**src/rtl/xsed_pkg.sv**
```systemverilog
package xsed_pkg;

  localparam int MAX_STREAMS = 1024;
  localparam int TBL_AW      = $clog2(MAX_STREAMS);
  localparam int CNT_W       = $clog2(MAX_STREAMS + 1);
  localparam int QDEPTH      = 4;
  localparam int QPTR_W      = $clog2(QDEPTH);

  localparam logic [7:0] TYPE_FREE       = 8'h00;
  localparam logic [7:0] TYPE_IN_USE     = 8'h01;
  localparam logic [7:0] TYPE_COMPRESSED = 8'h02;

  localparam logic [1:0] CFG_TYPE_BYTES  = 2'd0;
  localparam logic [1:0] CFG_LOC_BYTES   = 2'd1;
  localparam logic [1:0] CFG_THIRD_BYTES = 2'd2;

  typedef enum logic [1:0] {
    SC_OK       = 2'd0,
    SC_BAD_TYPE = 2'd1,
    SC_FULL     = 2'd2,
    SC_TRUNC    = 2'd3
  } xsed_status_t;

  typedef enum logic [1:0] {
    BS_IDLE,
    BS_SEARCH,
    BS_DONE
  } xsed_bstate_t;

  typedef struct packed {
    logic [7:0]   entry_type;
    logic [31:0]  obj_num;
    logic [31:0]  location;
    logic [31:0]  generation_or_index;
    logic         is_free;
    logic         is_objstm;
    xsed_status_t status;
    logic         clr_tbl;
    logic         report;
  } xsed_item_t;

  typedef struct packed {
    logic valid;
    logic err;
  } xsed_resp_t;

endpackage

```
**src/rtl/xsed_front.sv**
```systemverilog
module xsed_front (
  input  logic                 clk,
  input  logic                 rst_n,
  input  logic                 in_push,
  output logic                 in_full,
  input  logic [7:0]           in_data_byte,
  input  logic                 in_starts_stream,
  input  logic                 in_starts_subsection,
  input  logic [31:0]          in_first_object_number,
  input  logic                 in_last_byte,
  input  logic                 cfg_valid,
  output logic                 cfg_ready,
  input  logic [1:0]           cfg_index,
  input  logic [2:0]           cfg_data,
  output logic                 q_push,
  output xsed_pkg::xsed_item_t q_item,
  input  logic                 q_full,
  input  xsed_pkg::xsed_resp_t resp
);
  import xsed_pkg::*;

  logic [2:0]       tb_cfg_r, lb_cfg_r, gb_cfg_r;
  logic [3:0]       pos_r, pos_nxt;
  logic [7:0]       type_r, type_nxt;
  logic [31:0]      loc_r, loc_nxt;
  logic [31:0]      third_r, third_nxt;
  logic [31:0]      sub_r, sub_nxt;
  logic [31:0]      eis_r, eis_nxt;
  logic             err_r, err_nxt;
  logic             wait_r, wait_nxt;
  logic             clr_r, clr_nxt;
  logic [CNT_W-1:0] ccnt_r, ccnt_nxt;

  logic [2:0]       tb, lb, gb;
  logic [3:0]       tl, total;
  logic             accept, restart;
  logic [3:0]       pos_e, pos_n;
  logic [7:0]       type_e, type_n;
  logic [31:0]      loc_e, loc_n, third_e, third_n, sub_e, eis_e, objn;
  logic             err_e, clr_e, done;
  logic [CNT_W-1:0] ccnt_e;

  assign cfg_ready = 1'b1;

  always_ff @(posedge clk) begin
    if (!rst_n) begin
      tb_cfg_r <= 3'd1;
      lb_cfg_r <= 3'd2;
      gb_cfg_r <= 3'd1;
    end else if (cfg_valid && cfg_ready) begin
      case (cfg_index)
        CFG_TYPE_BYTES:  tb_cfg_r <= cfg_data;
        CFG_LOC_BYTES:   lb_cfg_r <= cfg_data;
        CFG_THIRD_BYTES: gb_cfg_r <= cfg_data;
        default: ;
      endcase
    end
  end

  // field widths saturated into their legal ranges
  assign tb    = (tb_cfg_r == 3'd0) ? 3'd1 : (tb_cfg_r > 3'd4) ? 3'd4 : tb_cfg_r;
  assign lb    = (lb_cfg_r == 3'd0) ? 3'd1 : (lb_cfg_r > 3'd4) ? 3'd4 : lb_cfg_r;
  assign gb    = (gb_cfg_r > 3'd4) ? 3'd4 : gb_cfg_r;
  assign tl    = {1'b0, tb} + {1'b0, lb};
  assign total = tl + {1'b0, gb};

  assign in_full = wait_r || q_full;
  assign accept  = in_push && !in_full;
  assign restart = in_starts_stream || in_starts_subsection;

  assign pos_e   = restart ? 4'd0 : pos_r;
  assign type_e  = restart ? 8'd0 : type_r;
  assign loc_e   = restart ? 32'd0 : loc_r;
  assign third_e = restart ? 32'd0 : third_r;
  assign sub_e   = in_starts_subsection ? in_first_object_number : sub_r;
  assign eis_e   = in_starts_subsection ? 32'd0 : eis_r;
  assign err_e   = in_starts_stream ? 1'b0 : err_r;
  assign ccnt_e  = in_starts_stream ? '0 : ccnt_r;
  assign clr_e   = clr_r || in_starts_stream;

  // byte steering by position
  assign type_n  = (pos_e < {1'b0, tb}) ? in_data_byte : type_e;
  assign loc_n   = (pos_e >= {1'b0, tb} && pos_e < tl) ? {loc_e[23:0], in_data_byte} : loc_e;
  assign third_n = (pos_e >= tl) ? {third_e[23:0], in_data_byte} : third_e;
  assign pos_n   = pos_e + 4'd1;
  assign done    = (pos_n >= total);
  assign objn    = sub_e + eis_e;

  always_comb begin
    pos_nxt   = pos_r;
    type_nxt  = type_r;
    loc_nxt   = loc_r;
    third_nxt = third_r;
    sub_nxt   = sub_r;
    eis_nxt   = eis_r;
    err_nxt   = err_r;
    wait_nxt  = wait_r;
    clr_nxt   = clr_r;
    ccnt_nxt  = ccnt_r;
    q_push    = 1'b0;
    q_item    = '0;
    if (wait_r && resp.valid) begin
      wait_nxt = 1'b0;
      err_nxt  = resp.err;
    end
    if (accept) begin
      pos_nxt   = pos_e;
      type_nxt  = type_e;
      loc_nxt   = loc_e;
      third_nxt = third_e;
      sub_nxt   = sub_e;
      eis_nxt   = eis_e;
      err_nxt   = err_e;
      ccnt_nxt  = ccnt_e;
      clr_nxt   = clr_e;
      if (!err_e) begin
        pos_nxt   = pos_n;
        type_nxt  = type_n;
        loc_nxt   = loc_n;
        third_nxt = third_n;
        if (done || in_last_byte) begin
          q_push         = 1'b1;
          q_item.clr_tbl = clr_e;
          clr_nxt        = 1'b0;
          pos_nxt        = 4'd0;
          type_nxt       = 8'd0;
          loc_nxt        = 32'd0;
          third_nxt      = 32'd0;
          if (!done) begin
            q_item.status = SC_TRUNC;
            err_nxt       = 1'b1;
          end else begin
            eis_nxt           = eis_e + 32'd1;
            q_item.entry_type = type_n;
            case (type_n)
              TYPE_FREE: begin
                q_item.obj_num             = loc_n;
                q_item.generation_or_index = (gb == 3'd0) ? 32'd0 : third_n;
                q_item.is_free             = 1'b1;
              end
              TYPE_IN_USE: begin
                q_item.obj_num             = objn;
                q_item.location            = loc_n;
                q_item.generation_or_index = (gb == 3'd0) ? 32'd0 : third_n;
              end
              TYPE_COMPRESSED: begin
                q_item.obj_num             = objn;
                q_item.location            = loc_n;
                q_item.generation_or_index = (gb == 3'd0) ? 32'd0 : third_n;
                q_item.is_objstm           = 1'b1;
                // table may be full: hold input until the back end answers
                if (ccnt_e >= CNT_W'(MAX_STREAMS)) begin
                  q_item.report = 1'b1;
                  wait_nxt      = 1'b1;
                end else begin
                  ccnt_nxt = ccnt_e + 1'b1;
                end
              end
              default: begin
                q_item.status = SC_BAD_TYPE;
                err_nxt       = 1'b1;
              end
            endcase
          end
        end
      end
    end
  end

  always_ff @(posedge clk) begin
    if (!rst_n) begin
      pos_r   <= '0;
      type_r  <= '0;
      loc_r   <= '0;
      third_r <= '0;
      sub_r   <= '0;
      eis_r   <= '0;
      err_r   <= 1'b0;
      wait_r  <= 1'b0;
      clr_r   <= 1'b0;
      ccnt_r  <= '0;
    end else begin
      pos_r   <= pos_nxt;
      type_r  <= type_nxt;
      loc_r   <= loc_nxt;
      third_r <= third_nxt;
      sub_r   <= sub_nxt;
      eis_r   <= eis_nxt;
      err_r   <= err_nxt;
      wait_r  <= wait_nxt;
      clr_r   <= clr_nxt;
      ccnt_r  <= ccnt_nxt;
    end
  end

endmodule

```
**config.mk**
```make
export PLATFORM = sky130hd
export DESIGN_NAME = xsed_front
export DESIGN_NICKNAME = d
export VERILOG_FILES = /design/src/rtl/xsed_pkg.sv /design/src/rtl/xsed_front.sv
export SDC_FILE = /design/constraint.sdc
export NUM_CORES = 1
export LEC_CHECK = 0
export BUFFER_PORTS_ARGS = -buffer_cell sky130_fd_sc_hd__buf_2
export CAP_MARGIN = 20
export CORE_UTILIZATION = 50
export DETAILED_ROUTE_END_ITERATION = 12
export HOLD_SLACK_MARGIN = 0.06
export PLACE_DENSITY = 0.74
export SYNTH_ARGS = -nofsm -noshare
export SYNTH_HDL_FRONTEND = slang
export SYNTH_SLANG_ARGS = --single-unit
```
**constraint.sdc**
```tcl
create_clock -name clk -period 3.66 [get_ports clk]
set_input_delay 0.183 -clock clk [delete_from_list [all_inputs] [get_ports clk]]
set_output_delay 0.183 -clock clk [all_outputs]
set_load 0.005 [all_outputs]
```
# Yosys cells after proc, flatten, opt, wreduce, memory -nomap -nowiden
# Index checks and enable logic that the tools add are counted.
# totals
output_inout_bits	113
register_bits	163
in_bits	55
# classes
muxes	65
n_reduce_logical	19
add_sub_neg	6
eq_ne	4
n_lt_le_gt_ge	9
# ops
cell	count
32-bit two-way mux	16
110-bit two-way mux	3
106-bit two-way mux	1
11-bit two-way mux	6
32-bit case mux with 2 select lines	1
32-bit by 1-bit adder with 32-bit output (second input constant)	1
32-bit adder	1
8-bit two-way mux	4
1-bit two-way mux	25
3-bit two-way mux	5
4-bit two-way mux	3
11-bit by 1-bit adder with 11-bit output (second input constant)	1
11-bit greater-or-equal comparator (second input constant)	1
3-bit greater-than comparator (second input constant)	3
3-bit zero test	3
8-bit by 1-bit equality test with 1-bit output (second input constant)	1
8-bit by 2-bit equality test with 1-bit output (second input constant)	1
4-bit greater-or-equal comparator	2
8-bit zero test	1
2-bit AND reduction	3
3-bit by 3-bit adder with 4-bit output	1
4-bit by 1-bit adder with 4-bit output (second input constant)	1
4-bit by 3-bit adder with 4-bit output	1
4-bit by 3-bit greater-or-equal comparator with 1-bit output	1
other kinds (12)	17

# Depth between registers and ports, before layout
# depth
word_depth	12
depth_mapped	20
mapped_depth_nobuf	17

# Worst setup path after synthesis
# OpenSTA, ideal clock, no wires.
# synth_path
path_type	register -> output
from	register tb_cfg_r[0]
to	output q_item[18] (netlist bit)
arrival_ps	3884
slack_ps	-407
path_stages_with_launch	21
cell_sequence	dfxtp_1 -> inv_1 -> a21oi_1 -> ha_1 -> inv_1 -> fa_1 -> inv_1 -> ha_1 -> a21o_1 -> a21oi_1 -> xnor2_1 -> ha_1 -> a21o_1 -> nand2_1 -> or3_1 -> a21o_1 -> buf_6 -> or2_1 -> buf_2 -> buf_6 -> a21oi_2
# synth_rtl
element	line_no	source
from (decl)	xsed_front.sv:22	logic [2:0] tb_cfg_r, lb_cfg_r, gb_cfg_r;
from (signal assigned)	xsed_front.sv:52	CFG_TYPE_BYTES: tb_cfg_r <= cfg_data;
to (decl)	xsed_front.sv:16	output xsed_pkg::xsed_item_t q_item,

==> reports/results.tsv <==
metric	value	unit
fraction of layout cells with a size suffix above 1	0.330	
Critical Path AT	4.36	ns
die area	22400	um2
core area	21200	um2
total congestion overflow	0	
register area share after synthesis	0.300	
internal power	3110	uW
area of the multi-input gates	7920	um2
sequential cell area	3270	um2
Gate power share	0.199	
Vias/cell	6.02	
fin crit share	1.24	
Main synth FF type	dfxtp_1	
Top Ports	168	
Die W	150	um
Worst Setup SP	lb_cfg_r[0]$_SDFFE_PN0P_	
startpoint types	flop	
Clock Latency Late Sink	0.44	ns
Post-Layout Cell Count	1951	
CP max FO	6	
initial antenna violation count	1	
Ys Warns	0	
fill count	1535	
clk buf depth	2	
CTS Root Buffer Type	clkbuf_16	
Placed Cells	1868	
Initial Util	0.514	
largest family of logic cells by synthesized area	simple AND/OR/NAND/NOR gates	
first-pass GRT wire length	58.3	mm
Hold Vio Cnt, Final	0	
Req. time, crit path	3.48	ns
vias	11743	
Peak supply drop	0.338	mV
sequential share of power	0.402	
multiplexer share of the synthesized area	0.0656	
dpl hpwl	24.5	mm
Clock Skew	0.0127	ns
CTS buffer count	17	
Post-layout nets	1772	
final worst slack	-0.881	ns
unrepaired setup endpoints after global routing	yes	
drt total wl	38.6	mm
TNS Setup	-117.24	ns
Async SR Flop Fraction	0	
pwr/cell area	302	nW/um2
register bit total from synthesis	163	
clock share of power	0.399	
max_slew headroom	0.453	
Synth Area in Adders	0.0642	
xor/xnor cell area share of the yosys netlist	0.0522	
maximum clock frequency	0.220	GHz
Tmin final	4.54	ns
Final Setup Violations	229	
Synth cell types	69	
hold crit path type	in -> reg	
Buffers on Ports	166	
Post-DRT Antenna Nets	0	
Crit. End Element	output pin	
switch share	0.312	
max cap viols	0	
Final Max Slew Viols	0	
CTS tree	yes	
Post-Syn Area	10900	um2
Syn Nets	1506	
gpl congestion	0.946	
GRT Overall Usage	0.333	
P_sw	1410	uW
# rows	53	
DR pass1 iterations	6	
Clock Sinks	163	
largest net degree at the start of global routing	87	
vias in the first global route	11271	
number of antenna diodes	0	
Clock transition at path regs	0.08	ns
HP Start	in_data_byte[7]	
Post-synth EDFFs	0	
H-tree levels	4	
wire per inst	19.8	um
P_leak	0.00637	uW
Die H	150	um
kind of critical path	reg -> out	
simple-gate portion of the synthesized area	0.269	
failing checks	negative setup slack	
Reg-to-Reg Start	lb_cfg_r[0]$_SDFFE_PN0P_	
Synth Area in Compound Gates	0.203	
drt first-iter violations	1040	
status	complete, but fails checks	
Synth Area per Inst	7.79	um2
Least-Margin Pin Slew	0.819	ns
Layout area overhead	37.5	%
Post-route DRC	0	
Synth Instances	1397	
routing by layer:
layer / global-route usage / share of wire
met1: 0.384 / 0.37
met2: 0.574 / 0.49
met3: 0.0649 / 0.074
met4: 0.192 / 0.061
met5: 0 / 0
logic make-up after synthesis:
group           after synthesis
compound gates              318
flops                       163
mux                          65
buf+inv                     122
fa+ha+maj                    54
other cells                   1
simple gates                610
xor+xnor                     64
stage by stage:
stage | hold WS (ns) | total power [uW] | setup slack, ns | util | cell area [um2]
3_3_place_gp | 0.441 | 2510 | -0.318 | 0.601 | 12700
6_report | 0.0916 | 4520 | -0.881 | 0.707 | 15000
2_1_floorplan | 0.308 | 2250 | -0.297 | - | 10900
5_1_grt | 0.101 | 4650 | -0.992 | 0.707 | 15000
4_1_cts | 0.0786 | 4420 | -0.758 | 0.693 | 14700
3_5_place_dp | 0.452 | 2520 | -0.526 | 0.601 | 12700
path summary, 6_finish.rpt:
kind | slack, ns | cells after the start | end
worst max-delay path | -0.88 | 18 | q_item[30]
worst min-delay path | 0.09 | 2 | third_r[7]$_SDFFE_PN0P_
worst max register to register | -0.58 | 21 | third_r[28]$_SDFFE_PN0P_
worst min register to register | 0.46 | 2 | sub_r[12]$_SDFFE_PN0P_
power by group through the flow:
stage / clock, uW / sequential, uW / combinational [uW]
CTS: 1800 / 1810 / 807
global route: 1880 / 1820 / 946
global placement: 0 / 1850 / 655
floorplan: 0 / 1850 / 396
detailed placement: 0 / 1860 / 665
finish: 1800 / 1820 / 899
cell usage after synthesis (4+ instances only):
| cell type | instances | area [um2] |
|---|---|---|
| a211oi_1 | 6 | 45.0 |
| a21boi_0 | 36 | 270 |
| a21o_1 | 20 | 150 |
| a21oi_1 | 63 | 315 |
| a21oi_2 | 20 | 175 |
| a22o_1 | 39 | 342 |
| a22oi_1 | 11 | 82.6 |
| a31oi_1 | 4 | 25.0 |
| and2_1 | 72 | 450 |
| and3_1 | 25 | 156 |
| buf_1 | 9 | 33.8 |
| buf_6 | 5 | 56.3 |
| clkbuf_1 | 73 | 274 |
| dfxtp_1 | 163 | 3260 |
| ha_1 | 51 | 638 |
| inv_1 | 32 | 120 |
| mux2_2 | 50 | 563 |
| mux2i_1 | 15 | 150 |
| nand2_1 | 266 | 998 |
| nand2b_1 | 13 | 81.3 |
| nand3_1 | 35 | 175 |
| nand4_1 | 14 | 87.6 |
| nor2_1 | 79 | 297 |
| nor2b_1 | 58 | 363 |
| nor3_1 | 19 | 95.1 |
| nor3b_1 | 5 | 37.5 |
| nor4_1 | 7 | 43.8 |
| o21a_1 | 10 | 75.1 |
| o21ai_0 | 53 | 265 |
| o22ai_1 | 23 | 144 |
| o32ai_1 | 5 | 43.8 |
| or3_1 | 4 | 25.0 |
| xnor2_1 | 32 | 280 |
| xor2_1 | 31 | 272 |
what timing repair did:
item / CTS / global route
hold buffers: 5 / 0
setup endpoints to repair: 196 / 227
hold endpoints to repair: 9 / 0
gates resized for setup: 175 / 40
pin swaps: 47 / 23
setup buffers: 27 / 10
gates cloned: 12 / 2
layout by cell type, fill, tap and decap left out, drive strengths merged, types with 20 or more instances in the layout:
cell type	Yosys	routed
xor2	31	31
nor2	80	80
o21ai	53	53
mux2	50	50
o22ai	23	23
and2	72	72
xnor2	33	33
nor2b	58	58
a21o	20	20
and3	25	25
ha	51	51
buf	17	329
nand2	267	267
a21boi	36	36
a21oi	83	83
nand3	36	36
a22o	40	40
dfxtp	163	163
inv	32	38
final cells by class:
cell class,count,area share
Clock buffer,17,0.0284
Clock inverter,15,0.0110
Inverter,32,0.00886
Multi-Input combinational cell,1112,0.529
Sequential cell,163,0.218
Tap cell,275,0.0230
Timing Repair Buffer,337,0.181
worst max-delay path: stages, from the launching register on:
cell and delay (ns):
dfxtp_2 0.34, inv_2 0.03, a21oi_2 0.14, ha_2 0.20, inv_2 0.05, fa_2 0.57, buf_6 0.11, fa_2 0.43
ha_4 0.28, a21o_1 0.10, a21o_1 0.14, a21o_1 0.19, nand2_2 0.07, or3_4 0.35, a21o_1 0.19, or2_4 0.31
buf_12 0.17, a21oi_2 0.10, buf_2 0.13
flip-flops by register name, indices dropped and copies added, names as in the netlist:
| register | flops |
|---|---|
| pos_r | 4 |
| clr_r | 1 |
| loc_r | 32 |
| wait_r | 1 |
| eis_r | 32 |
| lb_cfg_r | 3 |
| tb_cfg_r | 3 |
| err_r | 1 |
| sub_r | 32 |
| type_r | 8 |
| ccnt_r | 11 |
| gb_cfg_r | 3 |
| third_r | 32 |
(Power assumes the default switching activity.)
