===== src/rtl/xsed_pkg.sv =====
package xsed_pkg;

  localparam int MAX_STREAMS = 1024;
  localparam int TBL_AW      = $clog2(MAX_STREAMS);
  localparam int CNT_W       = $clog2(MAX_STREAMS + 1);
  localparam int QDEPTH      = 4;
  localparam int QPTR_W      = $clog2(QDEPTH);

  localparam logic [7:0] TYPE_FREE       = 8'h00;
  localparam logic [7:0] TYPE_IN_USE     = 8'h01;
  localparam logic [7:0] TYPE_COMPRESSED = 8'h02;

  localparam logic [1:0] CFG_TYPE_BYTES  = 2'd0;
  localparam logic [1:0] CFG_LOC_BYTES   = 2'd1;
  localparam logic [1:0] CFG_THIRD_BYTES = 2'd2;

  typedef enum logic [1:0] {
    SC_OK       = 2'd0,
    SC_BAD_TYPE = 2'd1,
    SC_FULL     = 2'd2,
    SC_TRUNC    = 2'd3
  } xsed_status_t;

  typedef enum logic [1:0] {
    BS_IDLE,
    BS_SEARCH,
    BS_DONE
  } xsed_bstate_t;

  typedef struct packed {
    logic [7:0]   entry_type;
    logic [31:0]  obj_num;
    logic [31:0]  location;
    logic [31:0]  generation_or_index;
    logic         is_free;
    logic         is_objstm;
    xsed_status_t status;
    logic         clr_tbl;
    logic         report;
  } xsed_item_t;

  typedef struct packed {
    logic valid;
    logic err;
  } xsed_resp_t;

endpackage


===== src/rtl/xsed_queue.sv =====
module xsed_queue (
  input  logic               clk,
  input  logic               rst_n,
  input  logic               push,
  input  xsed_pkg::xsed_item_t din,
  output logic               full,
  input  logic               pop,
  output xsed_pkg::xsed_item_t dout,
  output logic               empty
);
  import xsed_pkg::*;

  xsed_item_t        mem_r [QDEPTH];
  logic [QPTR_W-1:0] wr_ptr_r, wr_ptr_nxt;
  logic [QPTR_W-1:0] rd_ptr_r, rd_ptr_nxt;
  logic [QPTR_W:0]   cnt_r, cnt_nxt;
  logic              do_push, do_pop;

  assign full    = (cnt_r == (QPTR_W+1)'(QDEPTH));
  assign empty   = (cnt_r == '0);
  assign dout    = mem_r[rd_ptr_r];
  assign do_push = push && !full;
  assign do_pop  = pop && !empty;

  always_comb begin
    wr_ptr_nxt = do_push ? wr_ptr_r + 1'b1 : wr_ptr_r;
    rd_ptr_nxt = do_pop ? rd_ptr_r + 1'b1 : rd_ptr_r;
    cnt_nxt    = cnt_r;
    if (do_push && !do_pop) begin
      cnt_nxt = cnt_r + 1'b1;
    end else if (do_pop && !do_push) begin
      cnt_nxt = cnt_r - 1'b1;
    end
  end

  always_ff @(posedge clk) begin
    if (!rst_n) begin
      wr_ptr_r <= '0;
      rd_ptr_r <= '0;
      cnt_r    <= '0;
    end else begin
      wr_ptr_r <= wr_ptr_nxt;
      rd_ptr_r <= rd_ptr_nxt;
      cnt_r    <= cnt_nxt;
    end
  end

  always_ff @(posedge clk) begin
    if (do_push) begin
      mem_r[wr_ptr_r] <= din;
    end
  end

endmodule


===== config.mk =====
export PLATFORM = sky130hd
export DESIGN_NAME = xsed_queue
export DESIGN_NICKNAME = d
export VERILOG_FILES = /design/src/rtl/xsed_pkg.sv /design/src/rtl/xsed_queue.sv
export SDC_FILE = /design/constraint.sdc
export NUM_CORES = 1
export LEC_CHECK = 0
export BUFFER_PORTS_ARGS = -buffer_cell sky130_fd_sc_hd__buf_2
export CELL_PAD_IN_SITES_DETAIL_PLACEMENT = 1
export CELL_PAD_IN_SITES_GLOBAL_PLACEMENT = 1
export CORE_UTILIZATION = 40
export DETAILED_ROUTE_END_ITERATION = 8
export PLACE_DENSITY = 0.69
export SYNTH_ARGS = -nofsm -noshare
export SYNTH_HDL_FRONTEND = slang
export SYNTH_SLANG_ARGS = --single-unit
export TNS_END_PERCENT = 50

===== constraint.sdc =====
create_clock -name clk -period 5.2 [get_ports clk]
set_input_delay 0 -clock clk [delete_from_list [all_inputs] [get_ports clk]]
set_output_delay 0 -clock clk [all_outputs]
set_load 0.02 [all_outputs]

# Word level (Yosys, flattened, before mapping)
# Memory sizes are Yosys's and may differ from the RTL's. A register that Yosys moved wholly into a read port is not among the register bits.
# Cells that the tools add are included.
[word_totals] reg_bits=7 latchBits=0 ram_bits=440 rom_bits=0 input_bits=114 out_inout_bits=112 elab_cells=25 n_memories=1
[classes] add_sub_neg=4 n_mul=0 n_div=0 n_lt_le_gt_ge=0 eq_ne=1 shift=0 mux=6 bitwise=0 reduce_logical=10
[memory_table] memory="mem_r" words=4 width=110 rd=1 rd_clocked_by_memory_dff=1 wr=1 line_no="xsed_queue.sv:13" rtl="xsed_item_t mem_r [QDEPTH];"
[ops] cell="$mux 3" count=2
[ops] cell="$add 2x1->2 const B" count=2
[ops] cell="$logic_and 1x1->1" count=4
[ops] cell="$logic_not 1->1" count=4
[ops] cell="$mux 2" count=2
[ops] cell="$add 3x1->3 const B" count=1
[ops] cell="$eq 3x3->1 const B" count=1
[ops] cell="$logic_not 3->1" count=1
[ops] cell="$sub 3x1->3 const B" count=1
[ops] cell="$mux 1" count=2
[ops] cell="$reduce_bool 2->1" count=1

# Longest topological paths before layout
# Gate-level depths: netlist of the first run.
[depth] ltp_word=7 ltp_mapped=9 depth_no_buf=8

# Worst setup path after synthesis of the first run
# OpenSTA, ideal clock, no wires.
[synth_timing] path_type="reg-to-reg" from="reg cnt_r[0]" to="mem mem_r[0][0] in the netlist's numbering, enable pin" setup_ns=0.482 t_arrival_ns=3.418 required_time_ns=4.718 path_slack_ns=1.301 stages_incl_launch_ff=5 n_path_buf=1 period_less_slack_ns=3.899 path_cell_list="dfxtp_1 > nor3b_2 > nor2b_1 > buf_2 > and2_1"
[synth_between] elab_chain_cells=5
[synth_lines] element="from (decl)" line_no="xsed_queue.sv:16" rtl="logic [QPTR_W:0] cnt_r, cnt_nxt;"
[synth_lines] element="from (signal assigned)" line_no="xsed_queue.sv:44" rtl="cnt_r <= cnt_nxt;"
[synth_lines] element="$eq 3x3->1" line_no="xsed_queue.sv:19" rtl="assign full = (cnt_r == (QPTR_W+1)'(QDEPTH));"
[synth_lines] element="via full" line_no="xsed_queue.sv:6" rtl="output logic full,"
[synth_lines] element="$logic_not 1->1" line_no="xsed_queue.sv:22" rtl="assign do_push = push && !full;"
[synth_lines] element="$logic_and 1x1->1" line_no="xsed_queue.sv:22"
[synth_lines] element="via do_push" line_no="xsed_queue.sv:17" rtl="logic do_push, do_pop;"
[synth_lines] element="$mux 1" line_no="xsed_queue.sv:49" rtl="if (do_push) begin"
[synth_lines] element="$mux 1 (implied by the code)" line_no="xsed_queue.sv:50" rtl="mem_r[wr_ptr_r] <= din;"
[synth_lines] element="to (decl)" line_no="xsed_queue.sv:13"
# The timed path passes the listed nets, and every way through them passes these cells.

==> results of run 1 <==
-- how the worst min path moves through the flow --
stage,slack (ps),endpoint,depth (start not counted)
2_1_floorplan,100,mem_r[0][0],0
4_1_cts,160,mem_r[1][96],2
3_5_place_dp,220,mem_r[3][0],1
5_1_grt,190,mem_r[1][96],2
3_3_place_gp,210,mem_r[2][27],1
6_report,200,mem_r[2][98],2
-- cells in the final DEF, fill, tap and decap left out, types with 5 or more instances in the layout --
cell type	synthesis	routed
clkinv_1	0	8
dlygate4sd3_1	0	113
clkbuf_1	3	11
ha_1	5	5
buf_2	12	225
clkbuf_16	0	47
buf_4	0	5
edfxtp_1	440	440
clkinv_2	0	7
bufinv_16	0	6
dfxtp_1	9	7
mux4_2	110	110
-- metal layers --
layer | track usage [%] | up-vias
met5 | 0 | -
met4 | 5.01 | 6
met3 | 3.46 | 59
met2 | 27.4 | 200
met1 | 23.7 | 4097
li1 | - | 3424
-- cell type report --
type                    instances  area share (%)
clock inverters                27            1.42
flip-flops and latches        449            64.6
well taps                     525            3.17
multi-input cells             144            13.4
diodes                          2          0.0241
inverters                       3          0.0543
clock buffers                  58            5.87
repair buffers                347            11.5
-- registers in the layout, indices dropped and copies added, names as in the netlist, named ones only --
register / count
mem_r: 440
cnt_r: 3
rd_ptr_r: 2
wr_ptr_r: 2
-- cells in the mapped netlist (2+ instances only) --
| cell | instances |
|---|---|
| buf_2 | 12 |
| mux4_2 | 110 |
| nand2_1 | 4 |
| and2_1 | 8 |
| clkbuf_1 | 3 |
| ha_1 | 5 |
| edfxtp_1 | 440 |
| inv_1 | 3 |
| nor2b_1 | 2 |
| mux2i_1 | 3 |
| dfxtp_1 | 9 |
| xnor2_1 | 3 |
| buf_6 | 11 |
-- per-stage QoR --
step | worst slack [ps] | utilization [%] | cells | power, µW
global route | 1950 | 51.8 | 1554 | 10800
detailed placement | 2490 | 45.2 | 1355 | 7180
floorplan | 1300 | - | 622 | 6370
global placement | 2520 | 45.2 | 1355 | 7140
CTS | 2100 | 51.8 | 1553 | 10600
finish | 2260 | 51.8 | 1555 | 10400
-- cells by family after synthesis --
group / count (synthesis)
flip-flops: 449
multiplexers: 113
buffers and inverters: 29
AND/OR/NAND/NOR: 17
adder cells (fa/ha/maj): 6
AO/OA/AOI/OAI: 4
XOR/XNOR: 4
-- worst max-delay path: cells and delay by family, from the launching register on --
family / cells / cell delay, ps
buffers and inverters: 2 / 770
DFF: 1 / 960
muxes: 1 / 620
-- report_power, final --
group | leakage (µW) | switching (µW) | internal [µW]
clock | 0.000731 | 1340 | 1960
sequential | 0.00411 | 220 | 4400
combinational | 0.00213 | 1420 | 1080
==> Implementation_results.wiki, run 1 <==
{| class="wikitable"
! Metric !! Value
|-
| Run status || finished, final reports clean
|-
| Kind of end point of the critical path || output pin
|-
| Via total after detailed routing || 7786
|-
| Final wirelength || 34900 µm
|-
| Leading area contributor after synthesis || edfxtp_1
|-
| Maximum number of pins on one net before global-route repair || 57
|-
| Clock sinks || 449
|-
| Standard-cell rows || 73
|-
| Count of state elements after synthesis || 449
|-
| Min Tclk post-route || 2940 ps
|-
| Crit Path Category || register to output pin
|-
| Count of flip-flops with a built-in enable after synthesis || 440
|-
| Endpoint required time on the critical path || 5200 ps
|-
| Kind of start point of the critical path || register
|-
| Maxcap violations || 0
|-
| I/O Buffers || 225
|-
| TritonCTS clock tree || yes
|-
| Final critical-path share of the clock period || 56.5%
|-
| Placed wire-length estimate || 21000 µm
|-
| Worst Skew || 20.6 ps
|-
| Pin slew with the least headroom to its limit || 951 ps
|-
| Number of buffers added by the clock tree synthesis step || 47
|-
| Critical Path, Cell by Cell || buf_4 -> mux4_2 -> buf_2
|-
| Postcts setup bufs || 0
|-
| Fraction of layout instances using a drive strength above 1 || 40.7%
|-
| Mean area per synthesized cell || 26.3 µm²
|-
| Die width || 204 µm
|-
| Cts repair resizes || 0
|-
| Origin of the critical flop-to-flop path || cnt_r[0]
|-
| Overall overflow remaining after global route || 0
|-
| Final hold violation count || 0
|-
| Peak supply drop || 0.194 mV
|-
| H-Tree Level Count || 2
|-
| Adder-cell share of the synthesized area || 0.505%
|-
| Data arrival, critical path || 2940 ps
|-
| Total length of routed met3 wires || 1730 µm
|-
| Critical path capture point || dout[106]
|-
| Slew margin rel. || 36.6%
|-
| Syn_nets || 742
|-
| Hold buffer count at cts || 113
|-
| Number of instances in the synthesized netlist || 622
|-
| Synthesized area || 0.0164 mm²
|-
| Footprint of the flip-flops and latches || 0.0134 mm²
|-
| Final ANT Viol Nets || 0
|-
| Cells on worst reg2reg path || 4
|-
| Mean number of vias per cell || 5.01
|-
| Fmax achieved || 340 MHz
|-
| Total I/O pin count || 226
|-
| Post-route setup TNS || 0 ps
|-
| Chip height || 204 µm
|-
| Mux share of post-synthesis cell area || 15.3%
|-
| Overall fraction of global-route tracks in use || 17.1%
|-
| Wire length of the first global-routing pass || 52600 µm
|-
| Library cell used as clock root buffer || clkbuf_16
|-
| Type of the most critical hold path || input port to register
|-
| Sequential share of the synthesized area || 81.9%
|-
| Clock latency on the worst-skew pair || 560 ps
|-
| Worst R2R Setup Slack || 2490 ps
|-
| Initial standard-cell utilization of the core || 40.9%
|-
| Worst slack on hold paths || 199 ps
|-
| Areal power density over the cells || 502 mW/mm²
|-
| Total area of multi-input combinational cells || 0.00277 mm²
|-
| DRC violation total after the first TritonRoute iteration || 521
|-
| Hold wc startpoint || din[98]
|-
| Clk pin slew, worst setup/hold paths || 60 ps
|-
| Fraction of the mapped netlist area in simple logic gates || 0.620%
|-
| Number of global-route vias before repair || 8428
|-
| Core area || 0.0400 mm²
|-
| Largest cells by area after synthesis || edfxtp_1 (81%), mux4_2 (15%), dfxtp_1 (1.1%), buf_6 (0.76%), ha_1 (0.38%)
|-
| Maximum root-to-sink buffer count || 3
|-
| Number of unique standard cell types used by synthesis || 22
|-
| Worst path slowest cell || dfxtp_4
|-
| Met1 WL || 15300 µm
|-
| Net count of the finished layout || 1112
|-
| Endpoint of the most critical register-to-register path || mem_r[0][104]
|-
| Longest individual stage delay on the worst path || 960 ps
|-
| Most common flop cell mapped by yosys || edfxtp_1
|-
| Total die area || 0.0417 mm²
|-
| Final setup fails || 0
|-
| RSZ-0062 raised after global routing || no
|-
| Met2 layer wire length in the routed design || 17100 µm
|-
| Main combinational cell family by area after synthesis || multiplexers
|-
| Post-synthesis compound-gate area fraction || 0.207%
|-
| Area fraction of the dominant cell type after synthesis || 80.8%
|-
| Count of final max-slew check failures || 0
|-
| Share of flip-flops with an asynchronous set or reset after synthesis || 0%
|-
| Crit-path max FO || 45
|-
| Highest routed layer || met5
|-
| Synth Area in XOR/XNOR || 0.214%
|-
| Final-layout fill cell count || 3608
|-
| Synth warn || 0
|-
| Area growth from synthesis to final layout || 26.7%
|-
| Remaining design rule violation count || 0
|-
| Routability Congestion || 0.678
|-
| Area of all placed cells without fillers || 0.0207 mm²
|-
| 1st-pass router iterations || 4
|-
| Detail-routed net length per standard cell || 22.5 µm
|-
| Leakage || 0.00697 µW
|-
| Number of antenna violations at the first check in global routing || 6
|-
| Post-Place Cell Area || 0.0181 mm²
|}
(Power assumes the default switching activity.)
==> inputs of run 2 (changes only) <==
ABC_AREA = 1   (was default)
PLACE_DENSITY = 0.75   (was 0.69)
clock period = 2.35 ns   (was 5.2 ns; I/O delays follow)
==> run 2 against run 1 <==
- largest cell class unchanged
- die area increased by 4.8%
- sequential share of layout area decreased by 2.2 points
- critical path depth increased by 2
- register-to-register slack lost 2200 ps
==> Implementation_results.wiki, run 2 <==
{| class="wikitable"
! Metric !! Value
|-
| Standard-cell rows || 75
|-
| Library cell used as clock root buffer || clkbuf_16
|-
| Hold wc startpoint || din[59]
|-
| Mean number of vias per cell || 5.22
|-
| RSZ-0062 raised after global routing || no
|-
| Longest individual stage delay on the worst path || 410 ps
|-
| Hold buffer count at cts || 113
|-
| Routability Congestion || 0.749
|-
| Leakage || 0.00750 µW
|-
| Registers with the most flip-flops || mem_r x440, cnt_r x3
|-
| Fmax achieved || 458 MHz
|-
| Largest reg by FF count || mem_r
|-
| Critical Path, Cell by Cell || clkinv_2 -> buf_4 -> o21ai_1 -> o22ai_1 -> buf_2
|-
| H-Tree Level Count || 2
|-
| Worst Skew || 11.0 ps
|-
| Peak supply drop || 0.802 mV
|-
| Clock latency on the worst-skew pair || 570 ps
|-
| Total I/O pin count || 226
|-
| Post-route setup TNS || 0 ps
|-
| Origin of the critical flop-to-flop path || cnt_r[1]
|-
| Placed wire-length estimate || 23400 µm
|-
| Number of buffers and inverters on the critical path || 3
|-
| Kind of end point of the critical path || output pin
|-
| Clock sinks || 449
|-
| Final ANT Viol Nets || 0
|-
| Cells on worst reg2reg path || 9
|-
| Count of state elements after synthesis || 449
|-
| Endpoint of the most critical register-to-register path || cnt_r[1]
|-
| Largest register FFs || 440
|-
| Maxcap violations || 0
|-
| Mux share of post-synthesis cell area || 0%
|-
| Most frequent standard cell in the layout excluding fill and tap cells || edfxtp_1
|-
| Overall overflow remaining after global route || 0
|-
| Detail-routed net length per standard cell || 20.7 µm
|-
| Mean area per synthesized cell || 15.1 µm²
|-
| 1st-pass router iterations || 4
|-
| Number of buffers added by the clock tree synthesis step || 48
|-
| Worst hold path depth || 2
|-
| Final setup fails || 0
|-
| Leading area contributor after synthesis || edfxtp_1
|-
| Worst R2R Setup Slack || 290 ps
|-
| I/O Buffers || 225
|-
| Final wirelength || 42400 µm
|-
| Fraction of the mapped netlist area in simple logic gates || 6.49%
|-
| Postcts setup bufs || 0
|-
| Maximum root-to-sink buffer count || 3
|-
| Non-filler instance count after layout || 2051
|-
| Endpoint required time on the critical path || 2350 ps
|-
| Pin slew with the least headroom to its limit || 576 ps
|-
| Synthesized area || 0.0171 mm²
|-
| Synth Area in XOR/XNOR || 0.0511%
|-
| Worst path slowest cell || clkinv_2
|-
| Adder-cell share of the synthesized area || 0.482%
|-
| Areal power density over the cells || 1090 mW/mm²
|-
| Number of antenna violations at the first check in global routing || 2
|-
| Synth warn || 0
|-
| Final-layout fill cell count || 4108
|-
| Via total after detailed routing || 10709
|-
| Most frequent cell after synthesis || edfxtp_1
|-
| DRC violation total after the first TritonRoute iteration || 621
|-
| Number of instances in the synthesized netlist || 1134
|-
| Total die area || 0.0437 mm²
|-
| Min Tclk post-route || 2180 ps
|-
| Total area of multi-input combinational cells || 0.00318 mm²
|-
| Die width || 209 µm
|-
| Footprint of the flip-flops and latches || 0.0134 mm²
|-
| Final hold violation count || 0
|-
| Remaining design rule violation count || 0
|-
| Sequential share of the synthesized area || 78.1%
|-
| Type of the most critical hold path || input port to register
|-
| Area growth from synthesis to final layout || 25.1%
|-
| Core area || 0.0421 mm²
|-
| Main combinational cell family by area after synthesis || compound AO/OA/AOI/OAI gates
|-
| Worst slack on hold paths || 192 ps
|-
| Maximum number of pins on one net before global-route repair || 123
|-
| Wire length of the first global-routing pass || 65000 µm
|-
| Count of flip-flops with a built-in enable after synthesis || 440
|-
| Utilization after layout || 50.9%
|-
| Clk pin slew, worst setup/hold paths || 60 ps
|-
| Largest cells by area after synthesis || edfxtp_1 (77%), nor2_1 (4.7%), o21ai_0 (3.8%), o22ai_1 (3.3%), o21ai_1 (2.6%)
|-
| Post-synthesis compound-gate area fraction || 11.3%
|-
| Kind of start point of the critical path || register
|-
| Final critical-path share of the clock period || 92.9%
|-
| Net count of the finished layout || 1597
|-
| Data arrival, critical path || 2180 ps
|-
| Syn_nets || 1254
|-
| Cts repair resizes || 0
|-
| Kind of cell with the highest combined delay on the critical path || buffers and inverters
|-
| Crit Path Category || register to output pin
|-
| Cell Count Post-Placement || 1853
|-
| Crit-path max FO || 25
|-
| Most common flop cell mapped by yosys || edfxtp_1
|-
| Initial standard-cell utilization of the core || 40.7%
|-
| Number of global-route vias before repair || 11757
|-
| Run status || finished, final reports clean
|-
| Endpoint with the worst hold slack || mem_r[0][59]
|-
| Slew margin rel. || 61.6%
|-
| TritonCTS clock tree || yes
|-
| Chip height || 209 µm
|-
| Fraction of layout instances using a drive strength above 1 || 24.0%
|-
| Most frequent cells in the layout || edfxtp_1 (440), buf_2 (225), nor2_1 (209)
|-
| Number of unique standard cell types used by synthesis || 23
|-
| Count of final max-slew check failures || 0
|-
| Cell types with the highest counts after synthesis || edfxtp_1 (440), nor2_1 (214), o21ai_0 (131)
|-
| Share of flip-flops with an asynchronous set or reset after synthesis || 0%
|-
| Area fraction of the dominant cell type after synthesis || 77.1%
|-
| Overall fraction of global-route tracks in use || 19.4%
|}
[run 2: cell types whose count changed in the layout (fill, tap and decap cells not counted), sizes merged, moves of 8 or more]
cell and change:
o21ai +220, o22ai +110, buf +18, and2 -8
nor2 +234, nand2 +11, clkbuf +13, mux4 -110
inv +12
[run 2: routing by layer]
metal	track usage [%]	vias up	share of wire [%]	wire length [µm]
met5	0	-	0	0
met4	8.04	0	3.1	1330
met3	3.07	78	3.3	1400
met2	34.4	225	51	21700
met1	23.4	5440	42	18000
li1	-	4966	-	-
[run 2: logic make-up after synthesis]
| group | Yosys count |
|---|---|
| compound gates | 334 |
| flops | 449 |
| simple gates | 254 |
| buf+inv | 90 |
| fa+ha+maj | 6 |
| xor+xnor | 1 |
[run 2: report_power, final]
| group | switching [µW] | total (µW) | internal, µW |
|---|---|---|---|
| combinational | 4520 | 6490 | 1970 |
| sequential | 237 | 9970 | 9730 |
| clock | 2910 | 7030 | 4110 |
[run 2: worst max path at each step]
stage / startpoint / endpoint / cells past startpoint
3_3_place_gp: cnt_r[1] / cnt_r[1] / 9
5_1_grt: register / dout[31] / 5
6_report: register / dout[31] / 5
2_1_floorplan: cnt_r[0] / mem_r[0][0] / 4
4_1_cts: register / dout[57] / 5
3_5_place_dp: cnt_r[1] / cnt_r[1] / 9
[run 2: layout make-up]
class,instances,area share (%)
Antenna cell,1,0.0117
Clock buffer,71,6.19
Clock inverter,13,0.542
Inverter,18,0.356
Multi-Input combinational cell,595,14.8
Sequential cell,449,62.5
Tap cell,539,3.14
Timing Repair Buffer,365,12.5
[run 2: per-stage QoR]
step | setup WS (ps) | instance area, µm² | total power, µW
floorplan | -320 | 17200 | 14400
global placement | 503 | 18900 | 16300
detailed placement | 381 | 18900 | 16500
CTS | 104 | 21500 | 23700
global route | 48.4 | 21500 | 24400
finish | 166 | 21500 | 23500
==> inputs of run 3 (changes only) <==
clock period = 1.9 ns   (was 2.35 ns; I/O delays follow)
==> run 3 against run 2 <==
- the flow now finishes with violations (negative setup slack)
- via count increased by 5.4%
- critical path depth increased by 1
- register-to-register slack worse by 150 ps
- design area up 8.4%
- core utilization rose by 4.3 points
- clock-buffer cell count shrank 15
- critical path type unchanged
- flip-flop and latch count is the same
==> Implementation_results.wiki, run 3 (synthesized netlist as in run 2, its figures left out) <==
{| class="wikitable"
! Metric !! Value
|-
| Final ANT Viol Nets || 0
|-
| Highest routed layer || met4
|-
| Most frequent cells in the layout || edfxtp_1 (440), nor2_1 (202), o21ai_1 (143)
|-
| Hold wc startpoint || din[96]
|-
| RSZ-0062 raised after global routing || yes
|-
| Total I/O pin count || 226
|-
| Endpoint of the most critical register-to-register path || cnt_r[2]
|-
| Worst hold path depth || 2
|-
| Fraction of layout instances using a drive strength above 1 || 30.9%
|-
| Final setup fails || 10
|-
| Worst R2R Setup Slack || 140 ps
|-
| Worst Skew || 18.7 ps
|-
| Maximum number of pins on one net before global-route repair || 62
|-
| Maximum root-to-sink buffer count || 3
|-
| Clk pin slew, worst setup/hold paths || 60 ps
|-
| Post-route setup TNS || -204 ps
|-
| Endpoint required time on the critical path || 1900 ps
|-
| Met2 layer wire length in the routed design || 26000 µm
|-
| Total length of routed met3 wires || 2330 µm
|-
| Largest reg by FF count || mem_r
|-
| Placed wire-length estimate || 25000 µm
|-
| Footprint of the flip-flops and latches || 0.0134 mm²
|-
| Mean number of vias per cell || 5.37
|-
| Pin slew with the least headroom to its limit || 408 ps
|-
| Number of global-route vias before repair || 12094
|-
| Origin of the critical flop-to-flop path || cnt_r[1]
|-
| Cells on worst reg2reg path || 13
|-
| Final critical-path share of the clock period || 103%
|-
| Total die area || 0.0437 mm²
|-
| Net count of the finished layout || 1645
|-
| Total area of multi-input combinational cells || 0.00348 mm²
|-
| Kind of start point of the critical path || register
|-
| TritonCTS clock tree || yes
|-
| Wire length of the first global-routing pass || 72600 µm
|-
| Detail-routed net length per standard cell || 24.2 µm
|-
| Areal power density over the cells || 1410 mW/mm²
|-
| 1st-pass router iterations || 4
|-
| Smallest setup slack after layout || -60.0 ps
|-
| Fmax achieved || 510 MHz
|-
| Area growth from synthesis to final layout || 35.7%
|-
| Min Tclk post-route || 1960 ps
|-
| Crit Path Category || register to output pin
|-
| Routability Congestion || 0.743
|-
| Core area || 0.0421 mm²
|-
| DRC violation total after the first TritonRoute iteration || 730
|-
| Remaining design rule violation count || 0
|-
| Number of antenna violations at the first check in global routing || 6
|-
| Endpoint with the worst hold slack || mem_r[0][96]
|-
| Overall fraction of global-route tracks in use || 22.2%
|-
| Initial standard-cell utilization of the core || 40.7%
|-
| Final hold violation count || 0
|-
| Registers with the most flip-flops || mem_r x440, cnt_r x3
|-
| Standard-cell rows || 75
|-
| Final-layout fill cell count || 4035
|-
| Run status || finished, violations left
|-
| Area of all placed cells without fillers || 0.0233 mm²
|-
| Die width || 209 µm
|-
| Chip height || 209 µm
|-
| Leakage || 0.00824 µW
|-
| Type of the most critical hold path || input port to register
|-
| Post-Place Cell Area || 0.0190 mm²
|-
| Via total after detailed routing || 11285
|-
| Met1 WL || 21000 µm
|-
| H-Tree Level Count || 2
|-
| Number of buffers added by the clock tree synthesis step || 47
|-
| Final wirelength || 50900 µm
|-
| Crit-path max FO || 6
|-
| Slew margin rel. || 72.8%
|-
| Clock sinks || 449
|-
| Overall overflow remaining after global route || 0
|-
| Largest register FFs || 440
|-
| Maxcap violations || 0
|-
| Violations in the final reports || negative setup slack
|-
| Clock latency on the worst-skew pair || 570 ps
|-
| Data arrival, critical path || 1960 ps
|-
| Kind of end point of the critical path || output pin
|-
| Peak supply drop || 0.866 mV
|-
| Most frequent standard cell in the layout excluding fill and tap cells || edfxtp_1
|-
| Count of final max-slew check failures || 0
|-
| Library cell used as clock root buffer || clkbuf_16
|-
| I/O Buffers || 225
|}
==> run 3: changes by cell type in the layout (fill, tap and decap cells not counted), moves of 10 or more <==
cell / delta
buf_4: +82
o21ai_0: -77
clkbuf_16: +10
buf_16: +21
buf_6: +27
o22ai_1: -28
o22ai_2: +28
o21ai_1: +53
clkbuf_1: -13
o21ai_2: +22
buf_2: -103
==> run 3: routing by layer <==
metal	GRT usage [%]	vias up
li1	-	5074
met1	27.1	5815
met2	38.7	294
met3	4.60	102
met4	8.42	0
met5	0	-
==> run 3: worst max-delay path, cell delays in order (launching register included) <==
cell	delay [ps]
dfxtp_4	390
buf_12	160
buf_8	140
buf_16	160
o21ai_0	130
o22ai_1	230
buf_4	180
==> run 3: how the worst max path moves through the flow <==
stage	end	slack (ps)	cells past startpoint
floorplan	mem_r[0][0]	-770	4
global placement	cnt_r[2]	130	13
detailed placement	cnt_r[2]	130	13
CTS	dout[23]	-70	6
global route	dout[75]	-160	6
finish	dout[76]	-60	6
==> run 3: what timing repair did <==
action / 4_1_cts / 5_1_grt
setup buffers: 9 / 5
setup endpoints to repair: 110 / 107
gates resized for setup: 139 / 175
gates cloned: 15 / 11
pin swaps: 14 / 25
hold buffers: 114 / 0
endpoints found under the hold margin: 449 / 0
==> run 3: area by class of cell <==
class,count,area share (%)
flip-flops and latches,449,57.6
repair buffers,411,17.5
multi-input cells,595,15.0
clock buffers,56,5.38
well taps,539,2.90
clock inverters,26,1.08
inverters,18,0.382
repair inverters,3,0.156
diodes,5,0.0538
==> run 3: per-stage QoR <==
| stage | setup WS (ps) | util, % | hold WS [ps] | total power [µW] | cells |
|---|---|---|---|---|---|
| after floorplan | -770 | - | 98.9 | 17800 | 1134 |
| after global placement | 133 | 45.1 | 212 | 20300 | 1862 |
| after detailed placement | 125 | 45.1 | 216 | 20600 | 1862 |
| after CTS | -72.8 | 53.5 | 141 | 31700 | 2082 |
| after global routing | -156 | 55.2 | 171 | 34000 | 2102 |
| final | -60.0 | 55.2 | 180 | 32800 | 2102 |
==> run 3: power by group <==
group / switching (µW) / internal [µW] / total (µW)
Combinational: 6780 / 4570 / 11300
Clock: 3720 / 5350 / 9080
Sequential: 321 / 12000 / 12400
